### src/design/assert_macros.svh
// Assertion macros shared by the convolution block.
// Depends on nothing; included by files that carry assertions.
`ifndef ASSERT_MACROS_SVH
`define ASSERT_MACROS_SVH

// Implication checked on every rising clock edge outside reset.
`define ASSERT_IMPL(label, clk, rst, cond, msg) \
   label: assert property (@(posedge clk) disable iff (rst) (cond)) else $error(msg);

// Plain invariant, checked during reset as well.
`define ASSERT_ALWAYS(label, clk, cond, msg) \
   label: assert property (@(posedge clk) (cond)) else $error(msg);

`endif

### src/design/conv3_pkg.sv
// Types and constants for the 3x3 RGB convolution block.
// No dependencies.
package conv3_pkg;

   typedef struct packed {
      logic       frame_start;
      logic [7:0] blue_in;
      logic [7:0] green_in;
      logic [7:0] red_in;
   } req_type;

   typedef struct packed {
      logic [11:0] centre_row;
      logic [9:0]  centre_col;
      logic [7:0]  blue_out;
      logic [7:0]  green_out;
      logic [7:0]  red_out;
   } rsp_type;

   localparam logic [2:0] CSR_WIDTH   = 3'd0;
   localparam logic [2:0] CSR_DIVISOR = 3'd1;
   localparam logic [2:0] CSR_KTOP    = 3'd2;
   localparam logic [2:0] CSR_KMID    = 3'd3;
   localparam logic [2:0] CSR_KBOT    = 3'd4;

   // 9 * 255 * 128 needs 19 bits of magnitude plus sign
   localparam int ACC_W = 20;

   // lane status passed to the merging stage
   typedef struct packed {
      logic       busy;
      logic       done;
   } lane_stat_type;

   typedef enum logic [3:0] {
      ST_IDLE = 4'b0001,
      ST_SUM  = 4'b0010,
      ST_DIV  = 4'b0100,
      ST_OUT  = 4'b1000
   } state_type;

   // top-level item sequencing
   typedef enum logic [2:0] {
      PH_IDLE  = 3'b001,
      PH_SHIFT = 3'b010,
      PH_LANES = 3'b100
   } phase_type;

endpackage

### src/design/conv3_lane.sv
// One colour lane: weighted sum over the window, then a restoring divide
// and clamp. Depends on conv3_pkg.
module conv3_lane (
   input  logic                      clock,
   input  logic                      reset,
   input  logic                      start,
   input  logic [71:0]               samples,
   input  logic [71:0]               coefs,
   input  logic [7:0]                divisor,
   output conv3_pkg::lane_stat_type  stat,
   output logic [7:0]                result
);
   localparam int AW = conv3_pkg::ACC_W;

   logic [3:0]         step_ff, step_in;
   logic signed [AW-1:0] acc_ff, acc_in;
   logic [AW-1:0]      rem_ff, rem_in, quo_ff, quo_in;
   logic [4:0]         bit_ff, bit_in;
   logic               neg_ff, neg_in;
   conv3_pkg::state_type st_ff, st_in;
   logic [7:0]         d;
   logic signed [8:0]  s9;
   logic signed [8:0]  c9;
   logic signed [17:0] prod;
   logic [AW:0]        trial;
   logic [AW-1:0]      mag;

   always_comb begin
      d    = (divisor == 8'd0) ? 8'd1 : divisor;
      s9   = $signed({1'b0, samples[step_ff[3:0]*8 +: 8]});
      c9   = $signed({coefs[step_ff*8+7], coefs[step_ff*8 +: 8]});
      prod = s9 * c9;
      mag  = acc_ff[AW-1] ? AW'(-acc_ff) : AW'(acc_ff);
      trial = {rem_ff, quo_ff[AW-1]} - {{(AW-7){1'b0}}, d};
      st_in = st_ff; step_in = step_ff; acc_in = acc_ff;
      rem_in = rem_ff; quo_in = quo_ff; bit_in = bit_ff; neg_in = neg_ff;
      unique case (st_ff)
         conv3_pkg::ST_IDLE: begin
            if (start) begin
               st_in = conv3_pkg::ST_SUM; step_in = 4'd0; acc_in = '0;
            end
         end
         conv3_pkg::ST_SUM: begin
            acc_in = acc_ff + AW'(prod);
            step_in = step_ff + 4'd1;
            if (step_ff == 4'd8) st_in = conv3_pkg::ST_OUT;
         end
         conv3_pkg::ST_OUT: begin
            neg_in = acc_ff[AW-1]; quo_in = mag; rem_in = '0;
            bit_in = 5'(AW); st_in = conv3_pkg::ST_DIV;
         end
         conv3_pkg::ST_DIV: begin
            if (trial[AW]) begin
               rem_in = trial[AW-1:0] + {{(AW-8){1'b0}}, d};
               quo_in = {quo_ff[AW-2:0], 1'b0};
            end else begin
               rem_in = trial[AW-1:0];
               quo_in = {quo_ff[AW-2:0], 1'b1};
            end
            bit_in = bit_ff - 5'd1;
            if (bit_ff == 5'd1) st_in = conv3_pkg::ST_IDLE;
         end
         default: st_in = conv3_pkg::ST_IDLE;
      endcase
   end

   always_ff @(posedge clock) begin
      if (reset) begin
         st_ff <= conv3_pkg::ST_IDLE;
         step_ff <= '0; bit_ff <= '0;
      end else begin
         st_ff <= st_in; step_ff <= step_in; bit_ff <= bit_in;
      end
      acc_ff <= acc_in; rem_ff <= rem_in; quo_ff <= quo_in; neg_ff <= neg_in;
   end

   assign stat.busy = (st_ff != conv3_pkg::ST_IDLE);
   assign stat.done = (st_ff == conv3_pkg::ST_DIV) && (bit_ff == 5'd1);
   // final quotient is quo_in on the done cycle; registered next cycle
   assign result = neg_ff ? 8'd0 : ((quo_ff > AW'(255)) ? 8'd255 : quo_ff[7:0]);
endmodule

### config.mk
export PLATFORM = sky130hd
export DESIGN_NAME = conv3_lane
export DESIGN_NICKNAME = d
export VERILOG_FILES = /design/src/design/assert_macros.svh /design/src/design/conv3_pkg.sv /design/src/design/conv3_lane.sv
export SDC_FILE = /design/constraint.sdc
export NUM_CORES = 1
export LEC_CHECK = 0
export BUFFER_PORTS_ARGS = -buffer_cell sky130_fd_sc_hd__buf_4
export CAP_MARGIN = 15
export CORE_UTILIZATION = 55
export DETAILED_ROUTE_END_ITERATION = 10
export GPL_TIMING_DRIVEN = 0
export PLACE_DENSITY = 0.9
export SYNTH_ARGS = -nofsm -noshare
export SYNTH_HDL_FRONTEND = slang
export SYNTH_SLANG_ARGS = --single-unit
### constraint.sdc
create_clock -name clock -period 10.7 [get_ports clock]
set_input_delay 0.535 -clock clock [delete_from_list [all_inputs] [get_ports clock]]
set_output_delay 0.535 -clock clock [all_outputs]
set_load 0.005 [all_outputs]
Yosys cells after proc, flatten, opt, wreduce, memory -nomap -nowiden --
Index checks and enable logic that the tools add are counted.
Operators by class: order comparisons 2, reductions and logical operators 6, shift operators 2, eq/ne operators 10, add/subtract/negate cells 7, mux-type cells 19, multipliers 1
Operators by type and width (count):
- $shiftx A72 B8 Y8 | 2
- $pmux W20 S2 | 3
- $mux W20 | 3
- $mux W8 | 3
- $sub A21 B8 Y21 | 1
- $add A20 B18 Y20 | 1
- $add A20 B8 Y20 | 1
- $gt A20 B8 Y1 const B | 1
- $neg A20 Y20 | 1
- $mul A9 B9 Y18 | 1
- $mux W4 | 4
- $pmux W4 S4 | 1
- $pmux W5 S2 | 1
- $add A7 B3 Y8 const B | 1
- $eq A4 B4 Y1 const B | 2
- $logic_not A8 Y1 | 1
- $lt A8 B8 Y1 const B | 1
- $pmux W4 S2 | 1
- $bmux W1 S7 | 1
- $ne A2 B2 Y1 const B | 3
- $eq A5 B1 Y1 const B | 1
- $sub A5 B1 Y5 const B | 1
- $add A4 B1 Y4 const B | 1
- $eq A4 B1 Y1 const B | 1
- 8 further kinds | 10
Word-level totals: output and inout bits 10, bits in registers 74

Depth between registers and ports, before layout --
Gate-level depths: netlist (run 1).
depth in word-level cells 6, mapped depth 26, gate-level depth less buffers 24

Worst setup path before layout (run 1) --
Ideal clock, no wire load.
path kind flip-flop to flip-flop, start register step_ff[0], end register acc_ff[18] (data pin), arrival time 6.767 ns, path buffers 2, data required time 10.434 ns, clock period less this slack 7.033 ns, setup slack 3.667 ns, stages on the path, launching flop included 25, cell sequence dfxtp_1 -> clkbuf_1 -> buf_1 -> mux4_2 -> nand2_1 -> a21oi_1 -> a21oi_1 -> inv_1 -> nor2_1 -> fa_1 -> fa_1 -> fa_1 -> fa_1 -> inv_1 -> fa_1 -> inv_1 -> ha_1 -> a21o_1 -> a21o_1 -> a21oi_1 -> o32ai_1 -> o41ai_1 -> o21ai_0 -> xnor2_1 -> nor2_1
Between the ends: word-level cells in the longest chain between the ends 6, elaborated cells on any way between the ends 8
RTL lines:
- start, declared | line conv3_lane.sv:15 | logic [3:0] step_ff, step_in;
- start signal, assigned | line conv3_lane.sv:72 | st_ff <= st_in; step_ff <= step_in; bit_ff <= bit_in;
- $add A7 B3 Y8 | line conv3_lane.sv:31 | c9 = $signed({coefs[step_ff*8+7], coefs[step_ff*8 +: 8]});
- $bmux W1 S7 | line conv3_lane.sv:31
- $mux W1 (implied by the code) | line conv3_lane.sv:31
- $mul A9 B9 Y18 (*) | line conv3_lane.sv:32 | prod = s9 * c9;
- $add A20 B18 Y20 (*) | line conv3_lane.sv:44 | acc_in = acc_ff + AW'(prod);
- $pmux W20 S2 (*) | line conv3_lane.sv:37 | unique case (st_ff)
- end signal, assigned | line conv3_lane.sv:74 | acc_ff <= acc_in; rem_ff <= rem_in; quo_ff <= quo_in; neg_ff <= neg_in;
- end, declared | line conv3_lane.sv:16 | logic signed [AW-1:0] acc_ff, acc_in;
Mark *: on every way between the ends. The rest lies on a longest branch, timed or not. The select of a mux whose other input is x is not followed. A chain may end at the register's enable or synchronous reset.

Worst setup path in the final report (run 1) --
Ends and elaborated chain as after synthesis.

==> results.toml, run 1 <==
[synth]
async_flop_share_pct = 0
synth_top_area_share_pct = 20.7
yosysTopAreaCell = "edfxtp_1"
ys_warn_count = 0
netlist_instances = 967
ys_seq_elements = 74
syn_area_um2 = 8860
synth_edf_count = 61
yosysSeqAreaShare_pct = 23.6
netlist_top_cells_area = "edfxtp_1 21%, fa_1 13%, ha_1 11%"
ys_types = 68
ys.flop_type = "edfxtp_1"
syn_nets = 1262
synth.avg_cell_area_um2 = 9.16

[floorplan]
core_um2 = 15800
fp.dieH_um = 129
chipWidth_um = 129
num_io_pins = 165
row_count = 46
start_util_pct = 56.0
die_area_um2 = 16600

[cells_and_area]
drive_above_1_share_pct = 20.6
insertedDiodeCount = 0
syn2layout_area_growth_pct = 20.8
utilization_pct = 67.7
nNetsFinal = 1441
layout.cells.most_common = "buf_4"
final_cells = 1367
final_cell_mix = "164 x buf_4, 119 x inv_1, 113 x nor2_1"

[grt]
grt_pass1_vias = 8320
antenna_found_initial = 0
grt_pass1_wl_mm = 39.0
gr-total-overflow = 0
grt_use_total_pct = 30.6
grt_max_degree = 41

[sta]
grt_setup_unrepaired = "no"
finalCriticalPeriod_ns = 8.05
worst_pin_slew_ns = 1.08
setup_viol = 0
hold_viol = 0
skew_ns = 0.0125
period_share_pct = 75.2
fmax_ghz = 0.124
finalMaxSlewViolations = 0
tns_ns = 0
maxSlewHeadroom_pct = 27.7

[placement]
place_inst = 1349
dp.final_hpwl_mm = 20.0
gp_congestion = 0.960
portBuffers = 164

[critical_path]
rr_worst_depth = 24
crit_fanout = 10
crit_path_start = "step_ff[0]"
rr_endpoint = "acc_ff[18]"
cp-start-kind = "flip-flop"
r2r_start = "step_ff[0]"
crit_required_ns = 10.78
cp-end-kind = "flip-flop"
crit_path_end = "acc_ff[18]"
cp_data_arrival_time_ns = 8.12
crit_type = "reg2reg"
ff2ff_setup_slack_ns = 2.65

[pwr]
p_leak_uw = 0.00478
irDropWorstVdd_uv = 167
p_per_area_nw_per_um2 = 189

[clock_network]
cts_buffers = 9
clkLatencyLatePin_ns = 0.35
clock_sinks = 74
htree_num_levels = 3
cts_hold_buf = 0
clockBufferDepth = 2
postCtsSetupBuffers = 0
cts_tree = "done"
cts_resized = 0
cts_root_buf = "clkbuf_16"
clkTransAtPathRegs_ns = 0.07

[routing]
routed_wl_mm = 24.2
drc = 0
drtAntennaViolNets = 0
drt_first_pass_iters = 4
viasPerCell = 5.81
vias = 7942
wl_per_cell_um = 17.7
drt_iter0_markers = 436

[worst_hold_path]
hp-class = "in2reg"

[run]
maxCapViolCount = 0

[run_status]
status = "completed"
==> power by group <==
part	switching, µW	internal [µW]
registers	25.0	341
logic	742	592
clock network	122	198
==> registers in the layout (all words and copies together) (netlist names) <==
register and cells:
neg_ff 1, rem_ff 20, bit_ff 5, quo_ff 20, st_ff 4, step_ff 4, acc_ff 20
==> logic make-up (layout without fill, tap and decap cells) <==
logic type | after synthesis | after routing | share of synthesized area [%]
AND/OR/NAND/NOR | 301 | 301 | 16.0
AO/OA/AOI/OAI | 191 | 191 | 13.7
buffers and inverters | 162 | 346 | 6.95
adder cells (fa/ha/maj) | 140 | 140 | 24.8
flip-flops | 74 | 74 | 23.6
XOR/XNOR | 53 | 53 | 5.24
multiplexers | 46 | 46 | 9.73
==> cell type report <==
type	instances	area, µm²
Tap cell	216	270
Clock inverter	2	13.8
Clock buffer	14	307
Timing Repair Buffer	168	1260
Multi-Input combinational cell	731	6150
Fill cell	1235	5120
Inverter	121	454
Sequential cell	74	2090
Buffer	41	161
==> worst max-delay path: stages (launching register included) <==
cell      delay, ns
dfxtp_1        0.33
clkbuf_1       0.57
buf_1          0.68
mux4_2         0.60
nand2_1        0.09
a21oi_1        0.08
a21oi_1        0.53
inv_1          0.20
nor2_1         0.20
fa_1           0.44
fa_1           0.46
fa_1           0.49
fa_1           0.54
inv_1          0.05
fa_1           0.54
inv_1          0.05
ha_1           0.34
a21o_1         0.22
a21o_1         0.19
a21oi_1        0.14
o32ai_1        0.12
o41ai_1        0.44
o21ai_0        0.21
xnor2_1        0.20
nor2_1         0.06
==> worst min path at each step <==
| stage | slack, ns | startpoint | cells after the start | endpoint |
|---|---|---|---|---|
| 2_1_floorplan | 0.43 | bit_ff[4] | 1 | bit_ff[4] |
| 3_3_place_gp | 0.45 | bit_ff[4] | 1 | bit_ff[4] |
| 3_5_place_dp | 0.46 | bit_ff[4] | 1 | bit_ff[4] |
| 4_1_cts | 0.38 | reset | 2 | bit_ff[2] |
| 5_1_grt | 0.39 | reset | 2 | bit_ff[2] |
| 6_report | 0.39 | reset | 2 | bit_ff[2] |
==> layer usage <==
metal | track usage, % | part of all wire (%) | up-vias
met5 | 0 | 0 | -
met4 | 22.8 | 7.0 | 0
met3 | 4.12 | 5.2 | 108
met2 | 55.8 | 52 | 349
met1 | 32.3 | 36 | 3751
li1 | - | - | 3734
==> synthesized netlist by cell type (5+ instances only) <==
cell	count
a211oi_1	9
a21boi_0	5
a21o_1	13
a21oi_1	57
and2_1	6
buf_1	7
clkbuf_1	33
dfxtp_1	13
edfxtp_1	61
fa_1	59
ha_1	81
inv_1	120
mux2i_1	13
mux4_2	32
nand2_1	89
nand2b_1	5
nand3_1	7
nor2_1	113
nor2b_1	9
nor3_1	16
nor4_1	8
nor4b_1	6
o21a_1	13
o21ai_0	47
o31ai_1	11
o41ai_1	5
or2_2	6
or3_1	6
or4_1	8
xnor2_1	26
xor2_1	27
==> stage by stage <==
step                      cell area (µm²)  total power (µW)  hold WS (ns)  setup WS, ns
final                               10700              2020         0.388          2.65
after global routing                10700              2210         0.386          2.13
after CTS                           10700              2010         0.378          2.70
after detailed placement            10400              1680         0.463          2.74
after global placement              10400              1590         0.452          2.68
after floorplan                      8860              1380         0.435          3.67
No activity file was read; power rests on OpenSTA's default activity.
==> inputs of run 2 (changes only) <==
clock period = 8.1 ns   (was 10.7 ns; I/O delays follow)
==> results.toml, run 2 (synthesis gave the netlist of run 1 again) <==
[grt]
grt_pass1_wl_mm = 39.0
gr-total-overflow = 0
grt_max_degree = 41
antenna_found_initial = 0
grt_pass1_vias = 8320
grt_use_total_pct = 30.6

[critical_path]
rr_endpoint = "acc_ff[18]"
crit_required_ns = 8.18
cp-start-kind = "flip-flop"
path_cells = "clkbuf_2 -> clkbuf_2 -> mux4_2 -> nand2_1 -> a21oi_1 -> a21oi_1 -> inv_1 -> nor2_1 -> fa_1 -> fa_1 -> fa_1 -> fa_1 -> inv_1 -> fa_1 -> inv_1 -> ha_1 -> a21o_1 -> a21o_1 -> a21oi_1 -> o32ai_1 -> o41ai_1 -> o21ai_0 -> xnor2_1 -> nor2_1"
r2r_start = "step_ff[0]"
ff2ff_setup_slack_ns = 0.55
rr_worst_depth = 24
crit_path_end = "acc_ff[18]"
cp-end-kind = "flip-flop"
cp_common_cell = "fa_1"
cp_data_arrival_time_ns = 7.63
crit_family = "adder cells"
crit_cells = 24
worst-path-buf-inv = 5
crit_path_start = "step_ff[0]"
critical-path-max-stage-delay_ns = 0.57
crit_type = "reg2reg"
crit_fanout = 10
crit_path_top_delay_cell = "mux4_2"

[sta]
period_share_pct = 93.2
tns_ns = 0
maxSlewHeadroom_pct = 27.4
worst_pin_slew_ns = 1.09
grt_setup_unrepaired = "no"
setup_ws_ns = 0.547
finalCriticalPeriod_ns = 7.55
setup_viol = 0
finalMaxSlewViolations = 0
skew_ns = 0.0111
hold_viol = 0
fmax_ghz = 0.132

[pwr]
p_per_area_nw_per_um2 = 249
pwr-share-seq_pct = 18.1
p_int_uw = 1500
clockPowerShare_pct = 15.8
swShare_pct = 44.1
p_leak_uw = 0.00480
p_switching_uw = 1180
comb_power_share_pct = 66.1
irDropWorstVdd_uv = 220

[cells_and_area]
insertedDiodeCount = 0
syn2layout_area_growth_pct = 21.0
layout.cells.most_common = "buf_4"
drive_above_1_share_pct = 21.1
final_cells = 1367
nNetsFinal = 1441
final_cell_mix = "164 x buf_4, 119 x inv_1, 113 x nor2_1"
top_regs = "acc_ff: 20 flops, quo_ff: 20 flops, rem_ff: 20 flops"

[placement]
gp_congestion = 0.960
place_inst = 1349
pre_cts_ws_ns = 0.141
portBuffers = 164
dp.final_hpwl_mm = 20.0

[routing]
routed_wl_mm = 24.2
wl_per_cell_um = 17.7
viasPerCell = 5.82
vias = 7954
drtAntennaViolNets = 0
drt_first_pass_iters = 5
drt_iter0_markers = 459
drc = 0

[floorplan]
fp.dieH_um = 129
core_um2 = 15800
chipWidth_um = 129
num_io_pins = 165
die_area_um2 = 16600
row_count = 46
start_util_pct = 56.0

[worst_hold_path]
hp-class = "in2reg"

[run_status]
status = "completed"

[clock_network]
clock_sinks = 74
clkTransAtPathRegs_ns = 0.06
htree_num_levels = 3
cts_buffers = 9
cts_tree = "done"
clockBufferDepth = 2
cts_root_buf = "clkbuf_16"
clkLatencyLatePin_ns = 0.35
cts_hold_buf = 0
postCtsSetupBuffers = 0

[run]
maxCapViolCount = 0
-- run 2: power by group through the flow --
stage / clock network, µW / registers, µW / logic, µW
2_1_floorplan: 0 / 479 / 1340
3_3_place_gp: 0 / 489 / 1610
3_5_place_dp: 0 / 491 / 1730
4_1_cts: 424 / 484 / 1750
5_1_grt: 441 / 488 / 1990
6_report: 424 / 484 / 1770
-- run 2: layer usage --
layer,track usage [%],wire (µm),part of all wire [%],vias to the layer above
li1,-,-,-,3728
met1,32.3,8580,35,3759
met2,55.8,12600,52,369
met3,4.12,1340,5.5,98
met4,22.8,1640,6.8,0
met5,0,0,0,-
-- run 2: stage by stage --
step | util, % | cell area [µm²] | power, µW | hold slack [ns]
floorplan | - | 8860 | 1820 | 0.435
CTS | 67.6 | 10700 | 2660 | 0.248
finish | 67.8 | 10700 | 2680 | 0.259
global placement | 65.5 | 10400 | 2100 | 0.452
detailed placement | 65.6 | 10400 | 2220 | 0.463
global route | 67.8 | 10700 | 2920 | 0.256
-- run 2: worst min path at each step --
stage,start,end,cells after the start
floorplan,bit_ff[4],bit_ff[4],1
global placement,bit_ff[4],bit_ff[4],1
detailed placement,bit_ff[4],bit_ff[4],1
CTS,reset,bit_ff[2],2
global route,reset,bit_ff[2],2
finish,reset,bit_ff[2],2
-- run 2: timing repair --
item,in CTS,in global routing
endpoints found under the setup margin,0,5
gates resized for setup,0,9
hold endpoints to repair,0,0
-- run 2: cell type report --
| class | count | area [µm²] |
|---|---|---|
| Clock inverter | 2 | 13.8 |
| Tap cell | 216 | 270 |
| Fill cell | 1233 | 5100 |
| Inverter | 121 | 454 |
| Buffer | 41 | 166 |
| Multi-Input combinational cell | 731 | 6160 |
| Clock buffer | 14 | 307 |
| Sequential cell | 74 | 2090 |
| Timing Repair Buffer | 168 | 1260 |
==> inputs of run 3 (changes only) <==
ABC_AREA = 1   (was default)
ABC_CLOCK_PERIOD_IN_PS = 8100   (was default)
==> results.toml, run 3 <==
[critical_path]
crit_type = "reg2reg"
r2r_start = "step_ff[0]"
crit_fanout = 10
cp_data_arrival_time_ns = 6.81
ff2ff_setup_slack_ns = 1.38
crit_required_ns = 8.19
rr_worst_depth = 25
cp-start-kind = "flip-flop"
rr_endpoint = "acc_ff[16]"
cp-end-kind = "flip-flop"

[synth]
synth_top_area_share_pct = 19.3
synth.avg_cell_area_um2 = 7.06
synth_edf_count = 61
yosysSeqAreaShare_pct = 22.0
syn_nets = 1643
ys_seq_elements = 74
ys_warn_count = 0
netlist_instances = 1348
async_flop_share_pct = 0
ys.flop_type = "edfxtp_1"
synthTopCellsByCount = "252 x nand2_1, 244 x inv_1, 157 x nor2_1"
syn_area_um2 = 9520
netlist_top_cells_area = "edfxtp_1 19%, fa_1 12%, ha_1 11%"
yosysTopAreaCell = "edfxtp_1"
ys_types = 49
yosysMostFrequentCell = "nand2_1"

[sta]
fmax_ghz = 0.149
tns_ns = 0
finalCriticalPeriod_ns = 6.72
setup_ws_ns = 1.38
period_share_pct = 82.9
setup_viol = 0
finalMaxSlewViolations = 0
worst_pin_slew_ns = 0.969
skew_ns = 0.00667
grt_setup_unrepaired = "no"
hold_viol = 0
maxSlewHeadroom_pct = 35.2

[routing]
routed_wl_mm = 27.6
drt_iter0_markers = 624
drt_first_pass_iters = 6
drc = 0
wl_per_cell_um = 15.8
viasPerCell = 5.65
drtAntennaViolNets = 0
vias = 9873

[cells_and_area]
drive_above_1_share_pct = 15.1
insertedDiodeCount = 0
nNetsFinal = 1817
syn2layout_area_growth_pct = 18.9
utilization_pct = 67.5
top_regs = "acc_ff: 20 flops, quo_ff: 20 flops, rem_ff: 20 flops"
n_fill_cell = 1417
final_cell_area_um2 = 11300
layout.cells.most_common = "nand2_1"
final_cell_mix = "251 x nand2_1, 244 x inv_1, 164 x buf_4"

[clock_network]
clockBufferDepth = 2
cts_resized = 0
htree_num_levels = 3
cts_buffers = 9
cts_tree = "done"
clock_sinks = 74
cts_root_buf = "clkbuf_16"
postCtsSetupBuffers = 0
clkLatencyLatePin_ns = 0.34
cts_hold_buf = 0
clkTransAtPathRegs_ns = 0.06

[run_status]
status = "completed"

[floorplan]
num_io_pins = 165
chipWidth_um = 134
start_util_pct = 56.8
row_count = 47
fp.dieH_um = 134
die_area_um2 = 17800
core_um2 = 16800

[grt]
gr-total-overflow = 0
grt_max_degree = 43
antenna_found_initial = 0
grt_pass1_wl_mm = 45.4
grt_use_total_pct = 32.0
grt_pass1_vias = 9982

[worst_hold_path]
hold_start = "start"
hp-class = "in2reg"
worstHoldPathCells = 4
min_to = "st_ff[0]"

[pwr]
p_leak_uw = 0.00576
irDropWorstVdd_uv = 372
p_per_area_nw_per_um2 = 445
finalPower_uw = 5040

[placement]
pre_cts_ws_ns = 1.50
dp.final_hpwl_mm = 22.4
portBuffers = 163
gp_congestion = 0.986
postPlaceCellArea_um2 = 11000

[run]
maxCapViolCount = 0
==> run 3: stage by stage <==
| stage | std cells | hold WS (ns) |
|---|---|---|
| 2_1_floorplan | 1348 | 0.424 |
| 3_3_place_gp | 1731 | 0.457 |
| 3_5_place_dp | 1731 | 0.464 |
| 4_1_cts | 1747 | 0.368 |
| 5_1_grt | 1747 | 0.387 |
| 6_report | 1747 | 0.382 |
==> run 3: area by class of cell <==
type | instances | area [µm²] | share of cell area, %
buffer | 47 | 198 | 1.75
clock buffer | 12 | 278 | 2.45
inverter | 250 | 938 | 8.29
multi-input combinational | 977 | 6290 | 55.6
sequential | 74 | 2090 | 18.5
clock inverter | 4 | 21.3 | 0.188
tap | 220 | 275 | 2.43
timing repair buffer | 163 | 1220 | 10.8
==> run 3: where the power goes <==
part / internal, µW / switching [µW] / leakage [µW] / total [µW]
Clock: 241 / 156 / 0.000154 / 397
Combinational: 1470 / 2560 / 0.00490 / 4030
Sequential: 538 / 68.9 / 0.000711 / 607
==> run 3: logic make-up (layout without fill, tap and decap cells) <==
| group | count (synthesis) | after routing | share of synthesized area (%) |
|---|---|---|---|
| fa+ha+maj | 140 | 140 | 23.1 |
| xor+xnor | 25 | 25 | 2.38 |
| simple gates | 537 | 537 | 23.9 |
| compound gates | 275 | 275 | 16.8 |
| buf+inv | 297 | 476 | 11.9 |
| flops | 74 | 74 | 22.0 |
==> run 3: worst max path at each step <==
stage / cells after the start / to / slack [ns] / start
2_1_floorplan: 22 / acc_ff[15] / 2.54 / step_ff[0]
3_3_place_gp: 23 / acc_ff[13] / 1.58 / step_ff[0]
3_5_place_dp: 24 / acc_ff[15] / 1.50 / step_ff[1]
4_1_cts: 24 / acc_ff[15] / 1.49 / step_ff[1]
5_1_grt: 25 / acc_ff[13] / 0.95 / step_ff[1]
6_report: 25 / acc_ff[16] / 1.38 / step_ff[0]
==> run 3: worst max-delay path, stage by stage (launching register included) <==
cell and delay [ns]:
dfxtp_1 0.45, buf_2 0.27, buf_2 0.26, o21ai_0 0.26, o221ai_1 0.41, o211ai_1 0.15, o21ai_1 0.36, nand2_1 0.15
fa_1 0.53, inv_1 0.05, fa_1 0.45, ha_1 0.34, fa_1 0.53, inv_1 0.05, fa_1 0.52, inv_1 0.04
ha_1 0.35, o21ai_0 0.45, nor3_1 0.09, nor2_1 0.16, inv_1 0.11, a21o_1 0.19, nand3_1 0.09, nand3_1 0.09
nand2_1 0.07, nor2_1 0.05
==> run 3: metal layers <==
| metal | up-vias | global-route usage [%] | wire length [µm] |
|---|---|---|---|
| met2 | 462 | 60.6 | 14300 |
| met5 | - | 0 | 0 |
| li1 | 4748 | - | - |
| met4 | 0 | 18.3 | 1450 |
| met1 | 4559 | 33.9 | 10200 |
| met3 | 104 | 4.15 | 1710 |
